### src/design/fgrc_pkg.sv
// Package: payload types, phase encoding and widths for the reach counter.
`timescale 1ns / 1ps
package fgrc_pkg;
	localparam int IDX_W = 6;
	localparam int CNT_W = 7;

	typedef struct packed {
		logic [IDX_W-1:0] successor;
		logic             last_node;
	} item_t;

	typedef struct packed {
		logic [CNT_W-1:0] visited_count;
		logic             bad_graph;
		logic             end_of_run;
	} result_t;

	typedef enum logic [10:0] {
		PH_LOAD   = 11'b00000000001,
		PH_RANGE  = 11'b00000000010,
		PH_DEG    = 11'b00000000100,
		PH_SEED   = 11'b00000001000,
		PH_PEEL   = 11'b00000010000,
		PH_CSCAN  = 11'b00000100000,
		PH_CWALK  = 11'b00001000000,
		PH_CMARK  = 11'b00010000000,
		PH_TAIL   = 11'b00100000000,
		PH_EMIT   = 11'b01000000000,
		PH_CLEAR  = 11'b10000000000
	} phase_t;
endpackage

### src/design/fgrc_core.sv
// Core: tables and a sequencer that walks them one access per cycle.
`timescale 1ns / 1ps
module fgrc_core #(
	parameter int MAX_NODES = 64
) (
	input  logic                   clk,
	input  logic                   arst_n,
	input  logic                   start,
	input  fgrc_pkg::item_t        item,
	output logic                   busy,
	output logic                   strobe,
	output fgrc_pkg::result_t      result
);
	localparam int AW = fgrc_pkg::IDX_W;
	localparam int CW = fgrc_pkg::CNT_W;

	logic [AW-1:0] succ_mem [MAX_NODES];
	logic [CW-1:0] deg_mem  [MAX_NODES];
	logic [CW-1:0] ans_mem  [MAX_NODES];
	logic [AW-1:0] queue_mem[MAX_NODES];

	fgrc_pkg::phase_t ph_q;
	logic [CW-1:0] n_q;        // loaded nodes
	logic          err_q;
	logic [CW-1:0] v_q;        // scan index
	logic [CW-1:0] head_q, tail_q;
	logic [AW-1:0] w_q;        // walk pointer
	logic [CW-1:0] len_q;
	logic [1:0]    step_q;     // step within one table operation

	// registered read data, valid in the cycle after the address
	logic [AW-1:0] succ_rd_q;
	logic [CW-1:0] deg_rd_q;
	logic [CW-1:0] ans_rd_q;
	logic [AW-1:0] queue_rd_q;

	logic [AW-1:0] s_ra, d_ra, a_ra, q_ra;
	logic [AW-1:0] d_wa, a_wa, q_wa, q_wd;
	logic [CW-1:0] d_wd, a_wd;
	logic          d_we, a_we, q_we, ld_we;
	logic [CW-1:0] tail_dec;

	logic [AW-1:0] v_idx;
	logic          v_end;
	assign v_idx = v_q[AW-1:0];
	assign v_end = (v_q + CW'(1)) == n_q;
	assign tail_dec = tail_q - CW'(1);

	assign busy = (ph_q != fgrc_pkg::PH_LOAD);
	assign ld_we = (ph_q == fgrc_pkg::PH_LOAD) && start && (n_q < CW'(MAX_NODES));

	always_ff @(posedge clk) begin
		if (ld_we)
			succ_mem[n_q[AW-1:0]] <= item.successor;
		succ_rd_q <= succ_mem[s_ra];
	end

	always_ff @(posedge clk) begin
		if (d_we)
			deg_mem[d_wa] <= d_wd;
		deg_rd_q <= deg_mem[d_ra];
	end

	always_ff @(posedge clk) begin
		if (a_we)
			ans_mem[a_wa] <= a_wd;
		ans_rd_q <= ans_mem[a_ra];
	end

	always_ff @(posedge clk) begin
		if (q_we)
			queue_mem[q_wa] <= q_wd;
		queue_rd_q <= queue_mem[q_ra];
	end

	// table addresses and write strobes for the current phase and step
	always_comb begin
		s_ra = v_idx;
		d_ra = v_idx;
		a_ra = v_idx;
		q_ra = head_q[AW-1:0];
		d_we = 1'b0;
		d_wa = v_idx;
		d_wd = '0;
		a_we = 1'b0;
		a_wa = v_idx;
		a_wd = '0;
		q_we = 1'b0;
		q_wa = tail_q[AW-1:0];
		q_wd = v_idx;
		case (ph_q)
			fgrc_pkg::PH_CLEAR: begin
				d_we = 1'b1;
				a_we = 1'b1;
			end
			fgrc_pkg::PH_DEG: begin
				d_ra = succ_rd_q;
				d_wa = succ_rd_q;
				d_wd = deg_rd_q + CW'(1);
				d_we = !err_q && (step_q == 2'd2);
			end
			fgrc_pkg::PH_SEED: begin
				q_we = (step_q == 2'd1) && (deg_rd_q == '0);
			end
			fgrc_pkg::PH_PEEL: begin
				s_ra = queue_rd_q;
				d_ra = succ_rd_q;
				d_wa = succ_rd_q;
				d_wd = deg_rd_q - CW'(1);
				d_we = (step_q == 2'd3);
				q_wd = succ_rd_q;
				q_we = (step_q == 2'd3) && (deg_rd_q == CW'(1)) && (tail_q < n_q);
			end
			fgrc_pkg::PH_CWALK: begin
				s_ra = w_q;
			end
			fgrc_pkg::PH_CMARK: begin
				s_ra = w_q;
				a_wa = w_q;
				a_wd = len_q;
				a_we = (step_q == 2'd0);
			end
			fgrc_pkg::PH_TAIL: begin
				q_ra = tail_dec[AW-1:0];
				s_ra = queue_rd_q;
				a_ra = succ_rd_q;
				a_wa = queue_rd_q;
				a_wd = (ans_rd_q == {CW{1'b1}}) ? {CW{1'b1}} : ans_rd_q + CW'(1);
				a_we = (step_q == 2'd3);
			end
			default: begin
			end
		endcase
	end

	always_ff @(posedge clk or negedge arst_n) begin
		if (!arst_n) begin
			ph_q <= fgrc_pkg::PH_CLEAR;
			n_q <= '0;
			err_q <= 1'b0;
			v_q <= '0;
			head_q <= '0;
			tail_q <= '0;
			w_q <= '0;
			len_q <= '0;
			step_q <= '0;
			strobe <= 1'b0;
			result <= '0;
		end else begin
			strobe <= 1'b0;
			case (ph_q)
				fgrc_pkg::PH_CLEAR: begin
					if (v_q == CW'(MAX_NODES - 1)) begin
						v_q <= '0;
						n_q <= '0;
						err_q <= 1'b0;
						ph_q <= fgrc_pkg::PH_LOAD;
					end else begin
						v_q <= v_q + CW'(1);
					end
				end
				fgrc_pkg::PH_LOAD: begin
					if (start) begin
						if (n_q < CW'(MAX_NODES)) n_q <= n_q + CW'(1);
						else err_q <= 1'b1;
						if (item.last_node) begin
							v_q <= '0;
							step_q <= '0;
							ph_q <= fgrc_pkg::PH_RANGE;
						end
					end
				end
				fgrc_pkg::PH_RANGE: begin
					if (step_q == 2'd0) step_q <= 2'd1;
					else begin
						step_q <= '0;
						if (CW'(succ_rd_q) >= n_q) err_q <= 1'b1;
						if (v_end) begin
							v_q <= '0;
							ph_q <= fgrc_pkg::PH_DEG;
						end else v_q <= v_q + CW'(1);
					end
				end
				fgrc_pkg::PH_DEG: begin
					if (err_q) begin
						v_q <= '0;
						step_q <= '0;
						ph_q <= fgrc_pkg::PH_EMIT;
					end else if (step_q != 2'd2) begin
						step_q <= step_q + 2'd1;
					end else begin
						// read succ, read its counter, write it back incremented
						step_q <= '0;
						if (v_end) begin
							v_q <= '0;
							tail_q <= '0;
							ph_q <= fgrc_pkg::PH_SEED;
						end else v_q <= v_q + CW'(1);
					end
				end
				fgrc_pkg::PH_SEED: begin
					if (step_q == 2'd0) step_q <= 2'd1;
					else begin
						step_q <= '0;
						if (deg_rd_q == '0) tail_q <= tail_q + CW'(1);
						if (v_end) begin
							head_q <= '0;
							ph_q <= fgrc_pkg::PH_PEEL;
						end else v_q <= v_q + CW'(1);
					end
				end
				fgrc_pkg::PH_PEEL: begin
					if (step_q == 2'd0) begin
						if (head_q == tail_q) begin
							v_q <= '0;
							ph_q <= fgrc_pkg::PH_CSCAN;
						end else step_q <= 2'd1;
					end else if (step_q != 2'd3) begin
						step_q <= step_q + 2'd1;
					end else begin
						step_q <= '0;
						head_q <= head_q + CW'(1);
						if (deg_rd_q == CW'(1) && tail_q < n_q)
							tail_q <= tail_q + CW'(1);
					end
				end
				fgrc_pkg::PH_CSCAN: begin
					if (step_q == 2'd0) step_q <= 2'd1;
					else begin
						step_q <= '0;
						if (deg_rd_q != '0 && ans_rd_q == '0) begin
							w_q <= succ_rd_q;
							len_q <= CW'(1);
							ph_q <= fgrc_pkg::PH_CWALK;
						end else if (v_end) begin
							ph_q <= fgrc_pkg::PH_TAIL;
						end else v_q <= v_q + CW'(1);
					end
				end
				fgrc_pkg::PH_CWALK: begin
					if (step_q == 2'd0) begin
						if (w_q != v_idx && len_q < n_q) step_q <= 2'd1;
						else begin
							w_q <= v_idx;
							head_q <= '0;
							ph_q <= fgrc_pkg::PH_CMARK;
						end
					end else begin
						step_q <= '0;
						w_q <= succ_rd_q;
						len_q <= len_q + CW'(1);
					end
				end
				fgrc_pkg::PH_CMARK: begin
					if (step_q == 2'd0) step_q <= 2'd1;
					else begin
						step_q <= '0;
						w_q <= succ_rd_q;
						head_q <= head_q + CW'(1);
						if (head_q + CW'(1) == len_q) begin
							if (v_end) ph_q <= fgrc_pkg::PH_TAIL;
							else begin
								v_q <= v_q + CW'(1);
								ph_q <= fgrc_pkg::PH_CSCAN;
							end
						end
					end
				end
				fgrc_pkg::PH_TAIL: begin
					if (step_q == 2'd0) begin
						if (tail_q == '0) begin
							v_q <= '0;
							ph_q <= fgrc_pkg::PH_EMIT;
						end else step_q <= 2'd1;
					end else if (step_q != 2'd3) begin
						step_q <= step_q + 2'd1;
					end else begin
						step_q <= '0;
						tail_q <= tail_q - CW'(1);
					end
				end
				fgrc_pkg::PH_EMIT: begin
					if (step_q == 2'd0) step_q <= 2'd1;
					else begin
						step_q <= '0;
						strobe <= 1'b1;
						result.visited_count <= err_q ? '0 : ans_rd_q;
						result.bad_graph <= err_q;
						result.end_of_run <= v_end;
						if (v_end) begin
							v_q <= '0;
							ph_q <= fgrc_pkg::PH_CLEAR;
						end else v_q <= v_q + CW'(1);
					end
				end
				default: ph_q <= fgrc_pkg::PH_CLEAR;
			endcase
		end
	end

	a_strobe_busy: assert property (@(posedge clk) disable iff (!arst_n)
		strobe |-> $past(busy)) else $error("strobe while idle");
	a_err_zero: assert property (@(posedge clk) disable iff (!arst_n)
		(strobe && result.bad_graph) |-> result.visited_count == '0)
		else $error("nonzero count on error");
	a_cnt_bound: assert property (@(posedge clk) disable iff (!arst_n)
		n_q <= CW'(MAX_NODES)) else $error("node count overflow");
	a_queue: assert property (@(posedge clk) disable iff (!arst_n)
		head_q <= tail_q || ph_q != fgrc_pkg::PH_PEEL) else $error("queue underrun");
endmodule

### src/design/functional_graph_reach_count.sv
// Top level of the functional-graph reach counter.
// Usage: after reset the block clears its degree and answer tables with
// busy high. Then it takes one node per cycle: pulse start with item.successor
// while busy is low; the node with item.last_node set closes the graph.
// busy then rises and the block checks ranges, counts in-degrees, seeds the
// peel queue, drains it, scans for rings, walks and marks each ring and fills
// the tails; every table read is registered, so each step is a short sequence
// of registered reads and writes. It then emits one result per node, in node
// order, on result marked by strobe, end_of_run on the last. The receiver
// cannot stall. On error (successor out of range, or more than MAX_NODES
// nodes) the block skips straight to emitting after the range check; all
// counts are zero with bad_graph set. After emitting, a clearing pass runs
// before the next graph is accepted.
`timescale 1ns / 1ps
module functional_graph_reach_count #(
	parameter int MAX_NODES = 64
) (
	input  logic               clk,
	input  logic               arst_n,
	input  logic               start,
	input  fgrc_pkg::item_t    item,
	output logic               busy,
	output logic               strobe,
	output fgrc_pkg::result_t  result
);
	fgrc_core #(.MAX_NODES(MAX_NODES)) u_core (
		.clk(clk), .arst_n(arst_n), .start(start), .item(item),
		.busy(busy), .strobe(strobe), .result(result)
	);
endmodule

### config.mk
export PLATFORM = sky130hd
export DESIGN_NAME = functional_graph_reach_count
export DESIGN_NICKNAME = d
export VERILOG_FILES = /design/src/design/fgrc_pkg.sv /design/src/design/fgrc_core.sv /design/src/design/functional_graph_reach_count.sv
export SDC_FILE = /design/constraint.sdc
export NUM_CORES = 2
export LEC_CHECK = 0
export BUFFER_PORTS_ARGS = -buffer_cell sky130_fd_sc_hd__buf_2
export CAP_MARGIN = 20
export CORE_MARGIN = 3
export CORE_UTILIZATION = 29
export CTS_CLUSTER_DIAMETER = 30
export DETAILED_ROUTE_END_ITERATION = 12
export REMOVE_ABC_BUFFERS = 1
export SLEW_MARGIN = 15
export SYNTH_ARGS = -nofsm -noshare
export SYNTH_HDL_FRONTEND = slang
export SYNTH_HIERARCHICAL = 1
export SYNTH_SLANG_ARGS = --single-unit
### constraint.sdc
create_clock -name clk -period 6.8 [get_ports clk]
set_input_delay 0.34 -clock clk [delete_from_list [all_inputs] [get_ports clk]]
set_output_delay 0.34 -clock clk [all_outputs]
set_load 0.01 [all_outputs]
# After elaboration in Yosys (flattened, before gate mapping)
# Memory sizes are Yosys's and may differ from the RTL's. A register that Yosys moved wholly into a read port is not among the register bits.
# Index checks and enable logic that the tools add are counted.
# classes
bitwise,1
reduce_logical,38
eq_ne,65
n_lt_le_gt_ge,4
add_sub_neg,10
mux,117
# ops
cell,n
two-way mux 7 bit,41
two-way mux 11 bit,23
case mux 11 bit (11 select lines),1
case mux 7 bit (9 select lines),1
case mux 7 bit (2 select lines),4
case mux 7 bit (4 select lines),2
two-way mux 6 bit,9
adder 7 x 1 -> 7 bit (second input constant),7
!= test 2 bit (second input constant),21
!= test 2 x 1 -> 1 bit (second input constant),15
case mux 6 bit (2 select lines),2
two-way mux 2 bit,11
== test 7 bit,3
logical NOT 7 bit,3
AND reduction 21 bit,1
case mux 6 bit (3 select lines),1
two-way mux 1 bit,16
less-than comparator 7 bit,2
AND reduction 14 bit,1
subtractor 7 x 1 -> 7 bit (second input constant),2
!= test 3 bit (second input constant),4
case mux 2 bit (6 select lines),1
AND reduction 6 bit,2
== test 11 x 1 -> 1 bit (second input constant),1
other kinds (42),61
# word_totals
mem_bits_rw,1664
n_memories,4
out_inout_bits,11
inputBits,10
wordCells,252
ff_bits,65
# memory_table
name,depth,width,read_ports,rd_ports_with_merged_regs,write_ports,line_no,text
u_core.ans_mem,64,7,1,1,1,fgrc_core.sv:19,logic [CW-1:0] ans_mem [MAX_NODES];
u_core.deg_mem,64,7,1,1,1,fgrc_core.sv:18,logic [CW-1:0] deg_mem [MAX_NODES];
u_core.queue_mem,64,6,1,1,1,fgrc_core.sv:20,logic [AW-1:0] queue_mem[MAX_NODES];
u_core.succ_mem,64,6,1,1,1,fgrc_core.sv:17,logic [AW-1:0] succ_mem [MAX_NODES];

# Longest topological paths before layout
# depth
word_depth,6
depth_mapped,15
depth_no_buf,11

# Worst setup path after synthesis
# Ideal clock, no wire load.
# synth_path
path_type,register -> register
startpoint,reg u_core.ph_q[10]
endpoint,"mem u_core/ans_mem[0][6] (netlist name), data pin"
path_slack_ps,1563
t_required_ps,6099
synth_period_minus_slack_ps,5237
setup_ps,701
path_stages_with_launch,9
t_arrival_ps,4535
n_path_buf,5
path_cell_list,dfstp_2 buf_2 nor3_1 buf_2 nand4_1 clkbuf_1 clkbuf_1 buf_1 o21ai_0
# synth_between
elab_chain_len,2
# synth_rtl
element,line_no,text
from (decl),fgrc_core.sv:22,fgrc_pkg::phase_t ph_q;
from (signal assigned),fgrc_core.sv:138,ph_q <= fgrc_pkg::PH_CLEAR;
from (signal assigned),fgrc_core.sv:157,ph_q <= fgrc_pkg::PH_LOAD;
from (signal assigned),fgrc_core.sv:169,ph_q <= fgrc_pkg::PH_RANGE;
== test 11 x 9 -> 1 bit / == test 11 x 8 -> 1 bit (equally long branches),fgrc_core.sv:91,case (ph_q)
case mux 7 bit (2 select lines) *,fgrc_core.sv:91,
net u_core.a_wd[6],fgrc_core.sv:39,"logic [CW-1:0] d_wd, a_wd;"
to (decl),fgrc_core.sv:19,
# The timed path passes the listed nets; every way through them passes the cells marked *.

# Worst setup path after layout
# layout_path
startpoint,reg u_core.ph_q[1]
endpoint,"reg u_core.succ_rd_q[2], read port of u_core.succ_mem"
# layout_between
elab_chain_len,3
# layout_rtl
element,line_no,text
"== test 11 x 5 -> 1 bit, or another cell as far along",fgrc_core.sv:91,
OR reduction 2 bit (no line),n/a,
case mux 6 bit (2 select lines) *,fgrc_core.sv:91,
to (decl),fgrc_core.sv:32,logic [AW-1:0] succ_rd_q;
# Mark *: on every way between the ends. The rest lies on a longest branch, timed or not.
# A chain may end at the register's enable or synchronous reset.

==> run_results.csv <==
group,metric,value,unit
power_and_ir_drop,leakage,29.4,nW
timing,rsz0062_at_grt,"no",
logic_synthesis,synth_edf_count,1664,
logic_synthesis,ys_seq_elements,1755,
critical_path,slowest_delay,0.76,ns
logic_synthesis,syn_inst,5011,
place,placed_cells,8012,
routing,drc_errors,0,
die,io_pins,21,
critical_path,end_kind,"flip-flop",
timing,tightest_slew,1.10,ns
worst_hold_path,worst_hold_path_type,"primary input to flip-flop",
timing,slew_headroom,0.265,
routing,drtIter0Drc,4438,
global_route,grt_pass1_wl,288000,um
clocking,tritoncts,"done",
logic_synthesis,ys_types,81,
job,max_cap_violations,0,
critical_path,timing.rr.start,"u_core/ph_q[1]",
timing,finalCritPeriodShare,0.734,
timing,max_freq,0.200,GHz
die,core_area,243000,um2
logic_synthesis,yosys_warnings,6,
routing,wl,193000,um
clocking,cts-buffers-inserted,365,
finish,fin_nets,5226,
worst_hold_path,hold_start,"item[0]",
critical_path,rrSetupSlack,1.81,ns
timing,clock_skew,0.0690,ns
routing,wl_per_cell,22.2,um
critical_path,slowest_stage,"or4_1",
logic_synthesis,ys_async_sr_fraction,0.0370,
die,start_util,0.292,
clocking,clk_path_buf_depth,4,
critical_path,crit_top_cell,"or4_1",
logic_synthesis,synth.avg_cell_area,14.2,um2
die,rows,181,
routing,vias,44900,
die,dieWidth,501,um
clocking,clock-sinks,1755,
critical_path,critPathKind,"flip-flop to flip-flop",
timing,drv_slew,0,
place,place_congestion,0.874,
routing,ant_nets,0,
critical_path,cp_cell_sequence,"or4_1, or4_1, nand3_2, and2_4, buf_12, nand2_1, a31oi_1, o22ai_1, nor4_1, a221o_1",
logic_synthesis,synth_area,71000,um2
place,dp_hpwl,112000,um
timing,finalCriticalPeriod,4.99,ns
critical_path,crit_buf_inv,1,
critical_path,critPathLaunch,"u_core/ph_q[1]",
critical_path,crit_family,"simple AND/OR/NAND/NOR gates",
critical_path,cp_max_fo,87,
logic_synthesis,ys.flop_type,"edfxtp_1",
critical_path,cp.arrival,5.83,ns
global_route,gr-total-overflow,0,
power_and_ir_drop,finalPower,39.5,mW
clocking,post_cts_buffers,0,
finish,drive_gt1_frac,0.152,
status,outcome,"finished clean",
critical_path,cp_data_required_time,7.63,ns
place,port_buffers,20,
logic_synthesis,synth-seq-area-share,0.734,
routing,via_per_inst,5.18,
global_route,antenna_found_initial,4,
power_and_ir_drop,ir_drop,0.571,mV
clocking,cts-hold-fix-buffers,2,
timing,report.final.hold_viol_count,0,
die,dieHeight,501,um
finish,area_growth,23.0,%
critical_path,crit_path_start_kind,"flip-flop",
global_route,first_global_vias,44700,
clocking,root_buffer,"clkbuf_16",
clocking,clkSlewWorstSetupHoldPaths,0.05,ns
global_route,track_usage,0.149,
timing,setup_viol,0,
global_route,grt_max_degree,130,
routing,first_pass_iters,7,
die,die_area,251000,um2
finish,final_cells,8670,
power_and_ir_drop,p_per_area,452,nW/um2
clocking,clock_latency,0.92,ns
clocking,cts_resized,0,
clocking,cts.htree.levels,5,
## cell type report
| type | instances | area [um2] |
|---|---|---|
| clock buffers | 414 | 9470 |
| repair buffers | 117 | 988 |
| inverters | 31 | 116 |
| well taps | 3202 | 4010 |
| diodes | 1 | 2.50 |
| fillers | 22700 | 156000 |
| multi-input cells | 2911 | 17800 |
| clock inverters | 239 | 2850 |
| flip-flops and latches | 1755 | 52100 |
## kinds of logic after synthesis
| group | synth area share |
|---|---|
| adders and majority gates | 0.00617 |
| xor gates and xnor gates | 0.00592 |
| buffers and inverters | 0.0205 |
| and+or+nand+nor | 0.105 |
| DFF | 0.734 |
| AOI/OAI and AO/OA | 0.0927 |
| muxes | 0.0356 |
## cell usage after synthesis, drive strengths merged, types with 7 or more instances
master	instances	area [um2]
a21oi	131	656
dfxtp	26	521
mux2i	134	1340
and4	9	78.8
nor3	30	150
nand2b	24	150
and3	66	413
nand2	876	3290
xor2	26	228
a31o	7	61.3
dfrtp	64	1600
buf	117	599
a22o	55	482
a211oi	32	240
or4	8	63.8
or2	10	62.6
a21o	20	150
a22oi	185	1390
o22ai	11	68.8
a221o	8	80.1
a31oi	168	1050
edfxtp	1664	50000
nor4	19	140
a311oi	14	123
o21ai	78	390
clkbuf	197	739
nand4	51	319
a32o	7	70.1
and2	12	75.1
inv	31	116
nand3	219	1100
o2111ai	8	70.1
nor2	353	1330
ha	35	438
a221oi	51	453
a32oi	94	823
mux2	9	105
o31ai	13	97.6
xnor2	22	193
mux4	48	1080
nor2b	9	56.3
## cells in the final DEF, fill, tap and decap left out, drive strengths merged, types with 19 or more instances in the layout
cell,count
bufinv,51
nand3,219
a22o,55
clkinvlp,40
mux4,48
and3,66
inv,76
nor4,19
nor3,30
nor2,353
dfxtp,26
a31oi,168
mux2i,134
a22oi,185
o21ai,78
clkinv,103
dfrtp,64
nand2,876
a221oi,51
nand4,51
xnor2,22
a21o,20
buf,115
a32oi,94
xor2,26
a21oi,131
nand2b,24
ha,35
clkbuf,414
edfxtp,1664
a211oi,32
## power by group
| part | total, mW | switching [mW] | internal (mW) |
|---|---|---|---|
| logic | 8.82 | 6.18 | 2.64 |
| clock network | 17.7 | 5.72 | 11.9 |
| registers | 13.0 | 0.392 | 12.6 |
## worst min-delay path: cells and delay by family
| kind | cells | cell delay (ns) |
|---|---|---|
| compound gates | 1 | 0.22 |
| simple gates | 1 | 0.19 |
| buf+inv | 1 | 0.12 |
## registers in the layout, summed over array words and instances, names as in the netlist, 2 cells and up
register           flops
u_core/ans_rd_q        7
u_core/queue_mem     384
u_core/deg_rd_q        7
u_core/queue_rd_q      6
u_core/result          9
u_core/w_q             6
u_core/deg_mem       448
u_core/succ_mem      384
u_core/v_q             7
u_core/len_q           7
u_core/succ_rd_q       6
u_core/head_q          7
u_core/ph_q           11
u_core/ans_mem       448
u_core/step_q          2
u_core/tail_q          7
u_core/n_q             7
## path summary, 6_finish.rpt
kind / end / cells past startpoint
setup / recovery: u_core/succ_rd_q[2] / 10
hold / removal: u_core/ph_q[0] / 3
setup reg to reg: u_core/succ_rd_q[2] / 10
hold reg to reg: u_core/result[6] / 2
max in group asynchronous: u_core/result[3] / 2
min in group asynchronous: u_core/n_q[3] / 2
## routing by layer
metal | track usage | share of wire
met5 | 0 | 0.000073
met4 | 0.0526 | 0.028
met3 | 0.0316 | 0.077
met2 | 0.239 | 0.48
met1 | 0.200 | 0.42
## stage by stage
step	hold slack [ns]	TNS, ns	area (um2)	utilization	setup slack (ns)
CTS	0.0347	0	87300	0.359	1.88
global placement	0.472	0	74900	0.308	1.97
global route	0.0326	0	87400	0.359	1.55
floorplan	0.0444	-116.00	69700	-	-6.89
detailed placement	0.471	0	75000	0.308	1.89
finish	0.0153	0	87400	0.359	1.81
Note: power is estimated with default switching activity, not from simulation.
